===== src/hw/rtl/lrs_pkg.sv =====
// Shared types and constants for the line rasterizer with stroke.
// Used by every module of the block but the queue; depends on nothing else.
`default_nettype none

package lrs_pkg;

    // Field widths fixed by the stream formats, and the queue depth.
    localparam int IN_COORD_W  = 12;
    localparam int STROKE_W    = 5;
    localparam int PIX_W       = 14;
    localparam int ADDR_W      = 27;
    localparam int COLOR_W     = 24;
    localparam int PITCH_W     = 14;
    localparam int CFG_ADDR_W  = 1;
    localparam int IN_DATA_W   = 56;
    localparam int OUT_DATA_W  = 80;
    localparam int QUEUE_DEPTH = 4;

    localparam logic [PITCH_W-1:0] PITCH_RESET = '0;
    localparam logic [COLOR_W-1:0] COLOR_RESET = 24'hFFFFFF;

    typedef enum logic [0:0] {
        OP_START = 1'b0,
        OP_TICK  = 1'b1
    } opcode_t;

    typedef enum logic [CFG_ADDR_W-1:0] {
        CFG_ROW_PITCH  = 1'b0,
        CFG_DRAW_COLOR = 1'b1
    } cfg_index_t;

endpackage

`default_nettype wire


===== src/hw/rtl/line_rasterizer_with_stroke_top.sv =====
// Top level of the line rasterizer with stroke: configuration registers,
// line walker, decoupling queue and address pipeline. Uses lrs_pkg.
//
//   Channel   Direction  Handshake           Contents
//   s_*       in         s_tvalid/s_tready   start or tick item
//   m_*       out        m_tvalid/m_tready   one pixel write
//   cfg_*     in         cfg_we              row pitch or draw color
//
// One tick is taken per cycle unless the queue is full and yields one pixel while
// a line is active; the walker does one stroke offset per tick and one Bresenham
// step per stroke. Pixels are registered in the queue, the multiply stage and the
// output stage. The four-entry queue absorbs output stalls; s_tready falls only
// when it is full. Reset clears the walker, the queue and the output valid at once.
`default_nettype none

module line_rasterizer_with_stroke_top #(
    parameter int COORD_BITS = 12,
    parameter int MAX_STROKE = 31
) (
    input  wire logic                                clk,
    input  wire logic                                rst_n,
    input  wire logic                                s_tvalid,
    output logic                                     s_tready,
    // s_tdata from bit 0: x_start, y_start, x_end, y_end, stroke_width, zero fill
    input  wire logic [lrs_pkg::IN_DATA_W-1:0]       s_tdata,
    // s_tuser: opcode
    input  wire logic                                s_tuser,
    output logic                                     m_tvalid,
    input  wire logic                                m_tready,
    // m_tdata from bit 0: pixel_x, pixel_y, pixel_address, pixel_bytes, zero fill
    output logic [lrs_pkg::OUT_DATA_W-1:0]           m_tdata,
    // m_tuser: off_screen
    output logic                                     m_tuser,
    output logic                                     m_tlast,
    input  wire logic                                cfg_we,
    input  wire logic [lrs_pkg::CFG_ADDR_W-1:0]      cfg_addr,
    input  wire logic [lrs_pkg::COLOR_W-1:0]         cfg_wdata
);

    localparam int CW = COORD_BITS + 2;
    localparam int QW = 2 * CW + 1;

    logic [lrs_pkg::PITCH_W-1:0] row_pitch_reg;
    logic [lrs_pkg::COLOR_W-1:0] draw_color_reg;

    logic          push;
    logic [QW-1:0] push_data;
    logic          q_full;
    logic          pop;
    logic          q_not_empty;
    logic [QW-1:0] q_data;

    always_ff @(posedge clk or negedge rst_n)
    begin
        if (!rst_n)
        begin
            row_pitch_reg  <= lrs_pkg::PITCH_RESET;
            draw_color_reg <= lrs_pkg::COLOR_RESET;
        end
        else if (cfg_we)
        begin
            case (cfg_addr)
                lrs_pkg::CFG_ROW_PITCH:  row_pitch_reg  <= cfg_wdata[lrs_pkg::PITCH_W-1:0];
                lrs_pkg::CFG_DRAW_COLOR: draw_color_reg <= cfg_wdata;
                default:                 row_pitch_reg  <= row_pitch_reg;
            endcase
        end
    end

    lrs_front #(
        .COORD_BITS (COORD_BITS),
        .MAX_STROKE (MAX_STROKE),
        .CW         (CW)
    ) u_front (
        .clk       (clk),
        .rst_n     (rst_n),
        .s_tvalid  (s_tvalid),
        .s_tready  (s_tready),
        .s_tdata   (s_tdata),
        .s_tuser   (s_tuser),
        .q_full    (q_full),
        .push      (push),
        .push_data (push_data)
    );

    lrs_queue #(
        .WIDTH (QW),
        .DEPTH (lrs_pkg::QUEUE_DEPTH)
    ) u_queue (
        .clk       (clk),
        .rst_n     (rst_n),
        .push      (push),
        .push_data (push_data),
        .full      (q_full),
        .pop       (pop),
        .not_empty (q_not_empty),
        .pop_data  (q_data)
    );

    lrs_back #(
        .CW (CW)
    ) u_back (
        .clk         (clk),
        .rst_n       (rst_n),
        .q_not_empty (q_not_empty),
        .q_data      (q_data),
        .pop         (pop),
        .row_pitch   (row_pitch_reg),
        .draw_color  (draw_color_reg),
        .m_tvalid    (m_tvalid),
        .m_tready    (m_tready),
        .m_tdata     (m_tdata),
        .m_tuser     (m_tuser),
        .m_tlast     (m_tlast)
    );

endmodule

`default_nettype wire


===== src/hw/rtl/lrs_queue.sv =====
// Short first-in first-out queue that decouples the line walker from the
// address pipeline. Uses lrs_pkg only through its instantiating modules.
`default_nettype none

module lrs_queue #(
    parameter int WIDTH = 33,
    parameter int DEPTH = 4
) (
    input  wire logic             clk,
    input  wire logic             rst_n,
    input  wire logic             push,
    input  wire logic [WIDTH-1:0] push_data,
    output logic                  full,
    input  wire logic             pop,
    output logic                  not_empty,
    output logic [WIDTH-1:0]      pop_data
);

    localparam int PTR_W = (DEPTH > 1) ? $clog2(DEPTH) : 1;
    localparam int CNT_W = $clog2(DEPTH + 1);

    logic [WIDTH-1:0] entry_reg [DEPTH];
    logic [PTR_W-1:0] wr_ptr_reg;
    logic [PTR_W-1:0] wr_ptr_next;
    logic [PTR_W-1:0] rd_ptr_reg;
    logic [PTR_W-1:0] rd_ptr_next;
    logic [CNT_W-1:0] count_reg;
    logic [CNT_W-1:0] count_next;

    assign full      = (count_reg == CNT_W'(DEPTH));
    assign not_empty = (count_reg != '0);
    assign pop_data  = entry_reg[rd_ptr_reg];

    always_comb
    begin
        wr_ptr_next = wr_ptr_reg;
        rd_ptr_next = rd_ptr_reg;
        count_next  = count_reg;
        if (push)
        begin
            wr_ptr_next = (wr_ptr_reg == PTR_W'(DEPTH - 1)) ? '0 : wr_ptr_reg + 1'b1;
        end
        if (pop)
        begin
            rd_ptr_next = (rd_ptr_reg == PTR_W'(DEPTH - 1)) ? '0 : rd_ptr_reg + 1'b1;
        end
        if (push && !pop)
        begin
            count_next = count_reg + 1'b1;
        end
        else if (pop && !push)
        begin
            count_next = count_reg - 1'b1;
        end
    end

    always_ff @(posedge clk or negedge rst_n)
    begin
        if (!rst_n)
        begin
            wr_ptr_reg <= '0;
            rd_ptr_reg <= '0;
            count_reg  <= '0;
        end
        else
        begin
            wr_ptr_reg <= wr_ptr_next;
            rd_ptr_reg <= rd_ptr_next;
            count_reg  <= count_next;
        end
    end

    always_ff @(posedge clk)
    begin
        if (push)
        begin
            entry_reg[wr_ptr_reg] <= push_data;
        end
    end

    a_count_bound: assert property (@(posedge clk) disable iff (!rst_n)
        count_reg <= CNT_W'(DEPTH))
        else $error("queue count exceeds its depth");

    a_no_overflow: assert property (@(posedge clk) disable iff (!rst_n)
        push |-> (!full || pop))
        else $error("push into a full queue");

    a_no_underflow: assert property (@(posedge clk) disable iff (!rst_n)
        pop |-> not_empty)
        else $error("pop from an empty queue");

endmodule

`default_nettype wire


===== src/hw/rtl/lrs_front.sv =====
// Input side: takes start and tick transfers and walks the line with Bresenham
// steps and stroke offsets, pushing one pixel per tick while active. Uses lrs_pkg.
`default_nettype none

module lrs_front #(
    parameter int COORD_BITS = 12,
    parameter int MAX_STROKE = 31,
    parameter int CW         = COORD_BITS + 2
) (
    input  wire logic                           clk,
    input  wire logic                           rst_n,
    input  wire logic                           s_tvalid,
    output logic                                s_tready,
    input  wire logic [lrs_pkg::IN_DATA_W-1:0]  s_tdata,
    input  wire logic                           s_tuser,
    input  wire logic                           q_full,
    output logic                                push,
    output logic [2*CW:0]                       push_data
);

    localparam int CB   = COORD_BITS;
    localparam int ICW  = lrs_pkg::IN_COORD_W;
    localparam int SW   = lrs_pkg::STROKE_W;

    logic          accept;
    logic          is_start;
    logic [CB-1:0] x1;
    logic [CB-1:0] y1;
    logic [CB-1:0] x2;
    logic [CB-1:0] y2;
    logic [SW-1:0] stroke_in;
    logic [SW-1:0] stroke_sat;
    logic [CB-1:0] adx;
    logic [CB-1:0] ady;
    logic          start_x_major;
    logic [CB-1:0] start_major;

    logic          active_reg,      active_next;
    logic [CB-1:0] cur_x_reg,       cur_x_next;
    logic [CB-1:0] cur_y_reg,       cur_y_next;
    logic [CB:0]   error_acc_reg,   error_acc_next;
    logic [CB-1:0] abs_dx_reg,      abs_dx_next;
    logic [CB-1:0] abs_dy_reg,      abs_dy_next;
    logic          neg_x_reg,       neg_x_next;
    logic          neg_y_reg,       neg_y_next;
    logic          x_major_reg,     x_major_next;
    logic [CB-1:0] steps_left_reg,  steps_left_next;
    logic [SW-1:0] stroke_left_reg, stroke_left_next;
    logic [SW-1:0] stroke_set_reg,  stroke_set_next;

    logic [CB-1:0] major;
    logic [CB-1:0] minor;
    logic [CB:0]   err_sum;
    logic          minor_step;
    logic [SW-1:0] sl;
    logic [CW-1:0] off_mag;
    logic [CW-1:0] off_val;
    logic [CW-1:0] cx;
    logic [CW-1:0] cy;
    logic [CW-1:0] px;
    logic [CW-1:0] py;
    logic          fin;

    assign s_tready = !q_full;
    assign accept   = s_tvalid && !q_full;
    assign is_start = (s_tuser == lrs_pkg::OP_START);

    assign x1        = CB'(s_tdata[ICW-1:0]);
    assign y1        = CB'(s_tdata[2*ICW-1:ICW]);
    assign x2        = CB'(s_tdata[3*ICW-1:2*ICW]);
    assign y2        = CB'(s_tdata[4*ICW-1:3*ICW]);
    assign stroke_in = s_tdata[4*ICW+SW-1:4*ICW];
    assign stroke_sat = (int'(stroke_in) > MAX_STROKE) ? SW'(MAX_STROKE) : stroke_in;

    assign adx           = (x2 < x1) ? (x1 - x2) : (x2 - x1);
    assign ady           = (y2 < y1) ? (y1 - y2) : (y2 - y1);
    assign start_x_major = (adx >= ady);
    assign start_major   = start_x_major ? adx : ady;

    assign major      = x_major_reg ? abs_dx_reg : abs_dy_reg;
    assign minor      = x_major_reg ? abs_dy_reg : abs_dx_reg;
    assign err_sum    = error_acc_reg + (CB + 1)'(minor);
    assign minor_step = (err_sum >= (CB + 1)'(major));

    always_comb
    begin
        active_next      = active_reg;
        cur_x_next       = cur_x_reg;
        cur_y_next       = cur_y_reg;
        error_acc_next   = error_acc_reg;
        abs_dx_next      = abs_dx_reg;
        abs_dy_next      = abs_dy_reg;
        neg_x_next       = neg_x_reg;
        neg_y_next       = neg_y_reg;
        x_major_next     = x_major_reg;
        steps_left_next  = steps_left_reg;
        stroke_left_next = stroke_left_reg;
        stroke_set_next  = stroke_set_reg;
        push             = 1'b0;
        sl               = stroke_left_reg;

        if (stroke_left_reg == '0)
        begin
            sl = stroke_set_reg;
            if (x_major_reg)
            begin
                cur_x_next = neg_x_reg ? cur_x_reg - 1'b1 : cur_x_reg + 1'b1;
                if (minor_step)
                begin
                    cur_y_next = neg_y_reg ? cur_y_reg - 1'b1 : cur_y_reg + 1'b1;
                end
            end
            else
            begin
                cur_y_next = neg_y_reg ? cur_y_reg - 1'b1 : cur_y_reg + 1'b1;
                if (minor_step)
                begin
                    cur_x_next = neg_x_reg ? cur_x_reg - 1'b1 : cur_x_reg + 1'b1;
                end
            end
            error_acc_next  = minor_step ? err_sum - (CB + 1)'(major) : err_sum;
            steps_left_next = steps_left_reg - 1'b1;
        end

        off_mag = CW'(sl[SW-1:1]);
        off_val = sl[0] ? (CW'(0) - off_mag) : off_mag;
        cx      = CW'(cur_x_next);
        cy      = CW'(cur_y_next);
        px      = x_major_reg ? cx : cx + off_val;
        py      = x_major_reg ? cy + off_val : cy;
        fin     = (sl == SW'(1)) && (steps_left_next == '0);
        stroke_left_next = sl - 1'b1;
        if (fin)
        begin
            active_next = 1'b0;
        end

        if (!(accept && !is_start && active_reg))
        begin
            active_next      = active_reg;
            cur_x_next       = cur_x_reg;
            cur_y_next       = cur_y_reg;
            error_acc_next   = error_acc_reg;
            steps_left_next  = steps_left_reg;
            stroke_left_next = stroke_left_reg;
        end
        else
        begin
            push = 1'b1;
        end

        if (accept && is_start)
        begin
            abs_dx_next      = adx;
            abs_dy_next      = ady;
            neg_x_next       = (x2 < x1);
            neg_y_next       = (y2 < y1);
            x_major_next     = start_x_major;
            cur_x_next       = x1;
            cur_y_next       = y1;
            error_acc_next   = (CB + 1)'(start_major >> 1);
            steps_left_next  = start_major;
            stroke_set_next  = stroke_sat;
            stroke_left_next = '0;
            active_next      = (start_major != '0) && (stroke_sat != '0);
        end
    end

    assign push_data = {fin, py, px};

    always_ff @(posedge clk or negedge rst_n)
    begin
        if (!rst_n)
        begin
            active_reg      <= 1'b0;
            cur_x_reg       <= '0;
            cur_y_reg       <= '0;
            error_acc_reg   <= '0;
            abs_dx_reg      <= '0;
            abs_dy_reg      <= '0;
            neg_x_reg       <= 1'b0;
            neg_y_reg       <= 1'b0;
            x_major_reg     <= 1'b0;
            steps_left_reg  <= '0;
            stroke_left_reg <= '0;
            stroke_set_reg  <= '0;
        end
        else
        begin
            active_reg      <= active_next;
            cur_x_reg       <= cur_x_next;
            cur_y_reg       <= cur_y_next;
            error_acc_reg   <= error_acc_next;
            abs_dx_reg      <= abs_dx_next;
            abs_dy_reg      <= abs_dy_next;
            neg_x_reg       <= neg_x_next;
            neg_y_reg       <= neg_y_next;
            x_major_reg     <= x_major_next;
            steps_left_reg  <= steps_left_next;
            stroke_left_reg <= stroke_left_next;
            stroke_set_reg  <= stroke_set_next;
        end
    end

    a_idle_no_push: assert property (@(posedge clk) disable iff (!rst_n)
        !active_reg |-> !push)
        else $error("pixel pushed while no line is active");

    a_last_ends_line: assert property (@(posedge clk) disable iff (!rst_n)
        (push && push_data[2*CW]) |=> !active_reg)
        else $error("line still active after its last pixel");

    a_steps_remain: assert property (@(posedge clk) disable iff (!rst_n)
        (active_reg && stroke_left_reg == '0) |-> (steps_left_reg != '0))
        else $error("active line has no major step left");

endmodule

`default_nettype wire


===== src/hw/rtl/lrs_back.sv =====
// Output side: turns queued pixels into frame buffer writes with a
// registered multiply stage and an output register. Uses lrs_pkg.
`default_nettype none

module lrs_back #(
    parameter int CW = 14
) (
    input  wire logic                             clk,
    input  wire logic                             rst_n,
    input  wire logic                             q_not_empty,
    input  wire logic [2*CW:0]                    q_data,
    output logic                                  pop,
    input  wire logic [lrs_pkg::PITCH_W-1:0]      row_pitch,
    input  wire logic [lrs_pkg::COLOR_W-1:0]      draw_color,
    output logic                                  m_tvalid,
    input  wire logic                             m_tready,
    output logic [lrs_pkg::OUT_DATA_W-1:0]        m_tdata,
    output logic                                  m_tuser,
    output logic                                  m_tlast
);

    localparam int AW = lrs_pkg::ADDR_W;
    localparam int PW = lrs_pkg::PIX_W;
    localparam int UW = CW - 1;

    logic [CW-1:0] q_px;
    logic [CW-1:0] q_py;
    logic          q_fin;
    logic          out_adv;
    logic          s1_load;

    logic          s1_valid_reg;
    logic [AW-1:0] s1_prod_reg;
    logic [AW-1:0] s1_px3_reg;
    logic [CW-1:0] s1_px_reg;
    logic [CW-1:0] s1_py_reg;
    logic          s1_neg_reg;
    logic          s1_fin_reg;

    logic          out_valid_reg;
    logic [PW-1:0] out_x_reg;
    logic [PW-1:0] out_y_reg;
    logic [AW-1:0] out_addr_reg;
    logic          out_neg_reg;
    logic          out_fin_reg;

    assign q_px  = q_data[CW-1:0];
    assign q_py  = q_data[2*CW-1:CW];
    assign q_fin = q_data[2*CW];

    assign out_adv = !out_valid_reg || m_tready;
    assign s1_load = !s1_valid_reg || out_adv;
    assign pop     = q_not_empty && s1_load;

    always_ff @(posedge clk or negedge rst_n)
    begin
        if (!rst_n)
        begin
            s1_valid_reg  <= 1'b0;
            out_valid_reg <= 1'b0;
        end
        else
        begin
            if (s1_load)
            begin
                s1_valid_reg <= q_not_empty;
            end
            if (out_adv)
            begin
                out_valid_reg <= s1_valid_reg;
            end
        end
    end

    always_ff @(posedge clk)
    begin
        if (pop)
        begin
            s1_prod_reg <= AW'(row_pitch) * AW'(q_py[UW-1:0]);
            s1_px3_reg  <= AW'({q_px[UW-1:0], 1'b0}) + AW'(q_px[UW-1:0]);
            s1_px_reg   <= q_px;
            s1_py_reg   <= q_py;
            s1_neg_reg  <= q_px[CW-1] || q_py[CW-1];
            s1_fin_reg  <= q_fin;
        end
        if (out_adv && s1_valid_reg)
        begin
            out_x_reg    <= PW'($signed(s1_px_reg));
            out_y_reg    <= PW'($signed(s1_py_reg));
            out_addr_reg <= s1_neg_reg ? '0 : s1_prod_reg + s1_px3_reg;
            out_neg_reg  <= s1_neg_reg;
            out_fin_reg  <= s1_fin_reg;
        end
    end

    assign m_tvalid = out_valid_reg;
    assign m_tdata  = {1'b0, draw_color, out_addr_reg, out_y_reg, out_x_reg};
    assign m_tuser  = out_neg_reg;
    assign m_tlast  = out_fin_reg;

    a_pop_needs_data: assert property (@(posedge clk) disable iff (!rst_n)
        pop |-> q_not_empty)
        else $error("pop without queued pixel");

    a_stage_kept: assert property (@(posedge clk) disable iff (!rst_n)
        (s1_valid_reg && !out_adv) |=> s1_valid_reg)
        else $error("multiply stage dropped a pixel under stall");

    a_offscreen_addr: assert property (@(posedge clk) disable iff (!rst_n)
        (out_valid_reg && out_neg_reg) |-> (out_addr_reg == '0))
        else $error("off-screen pixel carries an address");

endmodule

`default_nettype wire


===== config.mk =====
export PLATFORM = sky130hd
export DESIGN_NAME = line_rasterizer_with_stroke_top
export DESIGN_NICKNAME = d
export VERILOG_FILES = /design/src/hw/rtl/lrs_pkg.sv /design/src/hw/rtl/line_rasterizer_with_stroke_top.sv /design/src/hw/rtl/lrs_queue.sv /design/src/hw/rtl/lrs_front.sv /design/src/hw/rtl/lrs_back.sv
export SDC_FILE = /design/constraint.sdc
export NUM_CORES = 1
export LEC_CHECK = 0
export BUFFER_PORTS_ARGS = -buffer_cell sky130_fd_sc_hd__buf_4
export CAP_MARGIN = 15
export CELL_PAD_IN_SITES_DETAIL_PLACEMENT = 1
export CELL_PAD_IN_SITES_GLOBAL_PLACEMENT = 1
export CORE_ASPECT_RATIO = 1.4
export CORE_UTILIZATION = 40
export CTS_CLUSTER_SIZE = 28
export DETAILED_ROUTE_END_ITERATION = 7
export PLACE_DENSITY = 0.7
export REMOVE_ABC_BUFFERS = 1
export SLEW_MARGIN = 5
export SYNTH_ARGS = -nofsm -noshare
export SYNTH_HDL_FRONTEND = slang
export SYNTH_SLANG_ARGS = --single-unit

===== constraint.sdc =====
create_clock -name clk -period 6.64 [get_ports clk]
set_input_delay 0.664 -clock clk [delete_from_list [all_inputs] [get_ports clk]]
set_output_delay 0.664 -clock clk [all_outputs]
set_load 0.03 [all_outputs]

# After elaboration in Yosys (flattened, before gate mapping)
# Memory sizes are Yosys's and may differ from the RTL's.
# Cells that the tools add are included.
# Widths: inputs -> output; s select.
[word_totals]
romBits = 0
in_bits = 87
n_memories = 1
latchBits = 0
output_inout_bits = 84
reg_bits = 275
ram_bits = 116
[classes]
n_eq_ne = 4
order_cmp = 4
n_shift = 0
multipliers = 1
addsub = 21
bitwise_logic = 2
mux = 40
n_reduce_logical = 31
div_mod_pow = 0
[mem_list]
columns = ["memory", "depth", "word_bits", "read_ports", "rd_clocked_by_memory_dff", "wr", "line", "source"]
rows = [
  ["u_queue.entry_reg", 4, 29, 1, 0, 1, "lrs_queue.sv:22", "logic [WIDTH-1:0] entry_reg [DEPTH];"],
]
[op_table]
columns = ["op", "n"]
rows = [
  ["$mux 12", 20],
  ["$mux 13", 4],
  ["$sub 12x12->12", 4],
  ["$mux 14", 3],
  ["$sub 12x1->12 const B", 3],
  ["$add 12x14->14", 2],
  ["$add 27x27->27", 1],
  ["$mul 14x13->27", 1],
  ["$add 12x1->12 const B", 2],
  ["$lt 12x12->1", 2],
  ["$add 14x13->15", 1],
  ["$mux 5", 3],
  ["$add 13x12->13", 1],
  ["$ge 13x12->1", 1],
  ["$sub 13x12->13", 1],
  ["$ge 12x12->1", 1],
  ["$logic_not 12->1", 1],
  ["$reduce_bool 12->1", 1],
  ["$logic_and 1x1->1", 10],
  ["$reduce_and 2->1", 4],
  ["$reduce_bool 2->1", 4],
  ["$mux 1", 6],
  ["$mux 3", 2],
  ["$eq 5x1->1 const B", 1],
  ["other kinds (14)", 24],
]

# Depth between registers and ports, before layout
[logic_depth]
word_depth = 10
depth_mapped = 36
ltp_nobuf = 31

# Modules after synthesis
# Synthesis repeated with hierarchy kept, for this count alone.
[unflattened]
hier_cells = 2702
area_unflattened_um2 = 28421.0
[modules_own_cells]
columns = ["module", "area_each_um2", "seq_area_each_um2", "instances", "cells_per_inst"]
rows = [
  ["lrs_back", 11669.9, 3893.7, 1, 1103],
  ["lrs_front", 10650.2, 2177.1, 1, 1329],
  ["lrs_queue", 4600.7, 3658.5, 1, 188],
  ["line_rasterizer_with_stroke_top", 1500.2, 980.9, 1, 82],
]

# Least setup slack after synthesis
# No wires, ideal clock.
[synth_timing]
kind = "flip-flop to flip-flop"
from = "register u_front.x_major_reg"
to = "memory u_queue.entry_reg[0][12] in the netlist's numbering, data pin"
path_slack_ps = -711
stages_incl_launch_ff = 37
synth_period_minus_slack_ps = 7351
t_arrival_ps = 7071
required_time_ps = 6360
cell_sequence = "dfrtp_1 clkbuf_1 clkbuf_1 clkbuf_1 mux2i_1 inv_1 ha_1 a21o_1 a21oi_1 o21bai_1 a21oi_1 o21ai_1 a21o_1 a21oi_1 a21oi_1 xor2_1 ha_1 and4_1 a21oi_1 o21a_1 o211ai_1 o21ai_1 buf_2 buf_2 xnor2_1 ha_1 fa_1 a21o_1 a21oi_1 o21ai_1 a21o_1 a21o_1 a21oi_1 nor2b_1 o21ai_0 or4b_1 nand3_1"
[synth_between]
elab_chain_len = 8
word_cells_on_any_way = 9
cone_classes = "add/sub: 2; order compare: 1; mux: 6"
[synth_lines]
columns = ["item", "line", "source"]
rows = [
  ["start: declaration", "lrs_front.sv:46", "logic x_major_reg, x_major_next;"],
  ["start signal: assignment", "lrs_front.sv:198", "x_major_reg <= x_major_next;"],
  ["$mux 12", "lrs_front.sv:81", "assign minor = x_major_reg ? abs_dy_reg : abs_dx_reg;"],
  ["$add 13x12->13", "lrs_front.sv:82", "assign err_sum = error_acc_reg + (CB + 1)'(minor);"],
  ["$ge 13x12->1", "lrs_front.sv:83", "assign minor_step = (err_sum >= (CB + 1)'(major));"],
  ["$mux 12", "lrs_front.sv:116", "if (minor_step)"],
  ["$mux 12", "lrs_front.sv:105", "if (x_major_reg)"],
  ["$mux 12", "lrs_front.sv:102", "if (stroke_left_reg == '0)"],
  ["$add 12x14->14", "lrs_front.sv:129", "px = x_major_reg ? cx : cx + off_val;"],
  ["$mux 14 *", "lrs_front.sv:129", ""],
  ["via push_data[12]", "line_rasterizer_with_stroke_top.sv:47", "logic [QW-1:0] push_data;"],
  ["end: declaration", "lrs_queue.sv:22", ""],
]
# The timed path passes the listed nets; every way through them passes the cells marked *.

# Worst setup path after layout
[layout_timing]
from = "register u_queue.rd_ptr_reg[0]"
to = "register u_back.s1_prod_reg[26], data pin"
[layout_between]
elab_chain_len = 2
[layout_lines]
columns = ["item", "line", "source"]
rows = [
  ["start: declaration", "lrs_queue.sv:25", "logic [PTR_W-1:0] rd_ptr_reg;"],
  ["start signal: assignment", "lrs_queue.sv:68", "rd_ptr_reg <= rd_ptr_next;"],
  ["$mem_v2 4x29", "n/a", ""],
  ["$mul 14x13->27", "lrs_back.sv:79", "s1_prod_reg <= AW'(row_pitch) * AW'(q_py[UW-1:0]);"],
  ["end signal: assignment", "lrs_back.sv:79", ""],
  ["end: declaration", "lrs_back.sv:33", "logic [AW-1:0] s1_prod_reg;"],
]
# Every way passes these cells.
# A chain may end at the register's enable or synchronous reset.

==> metrics.csv <==
stage,metric,value,unit
setup_path,path_common_cell,fa_1,
cts,htreeDepth,2,
synthesis,synth_area,0.0276,mm2
setup_path,slowest_stage,dfrtp_4,
setup_path,crit_buf_inv,4,
min_path,hold_path.class,in2async,
synthesis,synth.avg_cell_area,10.6,um2
synthesis,synth_cell_types,85,
final_layout,num-fill-cells,7477,
detailed_routing,highest-signal-layer,met5,
setup_path,r2r_end,u_back.s1_prod_reg[26],
synthesis,yosysTopAreaCell,edfxtp_1,
global_route,overflow,0,
setup_path,r2r_start,u_queue.rd_ptr_reg[0],
sta,fin_worst_skew,0.0178,ns
sta,finalSetupViolCount,0,
setup_path,crit_type,reg2reg,
detailed_routing,met2WireLength,42.2,mm
place,pre_cts_ws,-0.179,ns
global_route,grt_max_degree,76,
final_layout,multi_input_area,0.0157,mm2
sta,relSlewSlack,0.318,
floorplan,core,0.0680,mm2
global_route,grt_pass1_wl,120,mm
final_layout,largest_reg_flops,116,
flow_run,drv_cap,0,
final_layout,area_growth,15.8,%
synthesis,synth-edff-count,244,
setup_path,slowest_delay,0.53,ns
setup_path,worstPathArrival,6.76,ns
sta,hold_viol_final,0,
cts,clkSinkCount,378,
place,gp_congestion,0.887,
sta,slew_violations,0,
floorplan,row_count,113,
detailed_routing,drt_pass1_iterations,5,
final_layout,final_common_cell,nand2_1,
synthesis,synthArstFlopShare,0.354,
global_route,grt_use_total,0.217,
final_layout,layout.area.seq,0.0107,mm2
detailed_routing,vias_per_cell,5.39,
cts,cts_tree,done,
sta,clock.fmax,155,MHz
setup_path,regToRegSetupSlack,0.19,ns
cts,cts_buffers,41,
detailed_routing,wl_met1,27.8,mm
synthesis,synth_xor_xnor_area_share,0.0476,
floorplan,die-width,224,um
detailed_routing,vias,20300,
synthesis,netlist.area_leader.share,0.266,
cts,cts_buffer_depth,3,
floorplan,start_util,0.406,
synthesis,ys_warn_count,0,
floorplan,fp.dieH,313,um
final_layout,final_layout_size_suffix_gt1_frac,0.180,
setup_path,crit_path_cell_trace,buf_4 -> buf_4 -> mux4_2 -> and2_1 -> fa_1 -> inv_1 -> fa_1 -> fa_1 -> fa_1 -> fa_1 -> inv_1 -> ha_1 -> a21o_1 -> a21oi_2 -> o21ai_0 -> a21o_1 -> a31oi_2 -> o22ai_1 -> o41a_1 -> a21o_1 -> a21oi_2 -> xnor2_1,
floorplan,dieArea,0.0700,mm2
detailed_routing,wl_per_cell,19.9,um
setup_path,cp_max_fo,7,
sta,min_period,6.45,ns
sta,worst_pin_slew,1.02,ns
synthesis,synth_top_family_by_area,adder cells,
synthesis,synth_compound_area_frac,0.119,
synthesis,synth_ff_type,edfxtp_1,
detailed_routing,ant_nets,0,
synthesis,synth.area.top_cells,"edfxtp_1 (27%), ha_1 (11%), fa_1 (11%)",
setup_path,end_kind,register,
place,dp_hpwl,59.2,mm
cts,insertion_delay,0.57,ns
place,io_buffers,166,
detailed_routing,drc,0,
setup_path,worst_ep_required_time,6.94,ns
status,status,finished clean,
detailed_routing,wl_met3,1.86,mm
final_layout,nets,3295,
floorplan,ios,171,
cts,path_clk_slew,0.07,ns
synthesis,ys_seq_area_frac,0.388,
setup_path,path_delay_family,adder cells,
synthesis,synth_seq_cells,378,
global_route,grt_pass1_vias,22700,
synthesis,yosys.area_share.simple,0.118,
sta,holdWs,0.155,ns
global_route,antenna_found_initial,1,
synthesis,synthMuxAreaShare,0.0622,
final_layout,mostFrequentLayoutCells,"nand2_1 (279), buf_4 (261), inv_1 (260), edfxtp_1 (244), ha_1 (241)",
cts,hold_buffers,0,
final_layout,diodes,0,
sta,fin_ws,0.189,ns
detailed_routing,routed_wl,75.2,mm
setup_path,r2r.worst_path.cells,22,
setup_path,start_kind,register,
cts,cts.root.buffer_cell,clkbuf_16,
synthesis,synth_fa_ha_area_frac,0.215,
synthesis,postSynthCellCount,2604,
detailed_routing,drt-initial-drc-count,740,
sta,post-route-period-util,0.971,
repair_timing:
item | CTS | global route
hold endpoints to repair | 0 | 0
setup buffers | 3 | 13
resized for setup | 12 | 35
pin swaps | 1 | 8
setup endpoints to repair | 37 | 47
final cells by class:
class                   count  share of cell area
flip-flops and latches    378               0.335
clock buffers              46              0.0331
well taps                 920              0.0360
clock inverters            29             0.00940
multi-input cells        1865               0.491
repair buffers            269              0.0639
inverters                 265              0.0311
metal layers:
metal	vias up	track usage
met5	-	0
met4	2	0.0940
met3	164	0.0213
met2	359	0.429
met1	10300	0.229
li1	9493	-
synthesized netlist by cell type, drive strengths merged (30+ instances only):
library cell,number
clkbuf,77
ha,243
nor3,43
a21oi,129
xor2,51
mux2,59
o211ai,30
nand3,42
edfxtp,244
o21ai,130
nor2,136
nand2,279
and2,97
inv,264
a21o,66
fa,145
mux2i,39
dfrtp,110
xnor2,96
worst max-delay path by stage:
stage	startpoint	slack, ns	end	cells after the start
floorplan	u_front.x_major_reg	-2.18	u_queue.entry_reg[0][10]	30
global placement	u_front.x_major_reg	-0.06	u_queue.entry_reg[0][12]	31
detailed placement	u_front.x_major_reg	-0.18	u_queue.entry_reg[3][12]	31
CTS	u_front.x_major_reg	0.01	u_queue.entry_reg[1][27]	33
global route	u_front.x_major_reg	-0.05	u_queue.entry_reg[1][27]	33
finish	u_queue.rd_ptr_reg[0]	0.19	u_back.s1_prod_reg[26]	22
logic make-up (layout without fill, tap and decap cells):
logic type | Yosys count | count (layout)
XOR/XNOR | 147 | 147
AND/OR/NAND/NOR | 697 | 697
flip-flops | 378 | 378
AO/OA/AOI/OAI | 505 | 505
other | 1 | 1
buffers and inverters | 361 | 609
adder cells (fa/ha/maj) | 388 | 388
multiplexers | 127 | 127
metrics by stage:
stage / cells / area (um2) / utilization / TNS (ns)
6_report: 3772 / 32000 / 0.470 / 0
4_1_cts: 3757 / 31700 / 0.466 / 0
3_3_place_gp: 3679 / 30300 / 0.445 / -0.424
2_1_floorplan: 2508 / 27200 / - / -154.10
5_1_grt: 3772 / 32000 / 0.470 / -0.687
3_5_place_dp: 3679 / 30300 / 0.445 / -2.90
Power is left out: the tool's default activity adds up to more than one toggle a clock period on the data nets, which glitch-free logic cannot reach.
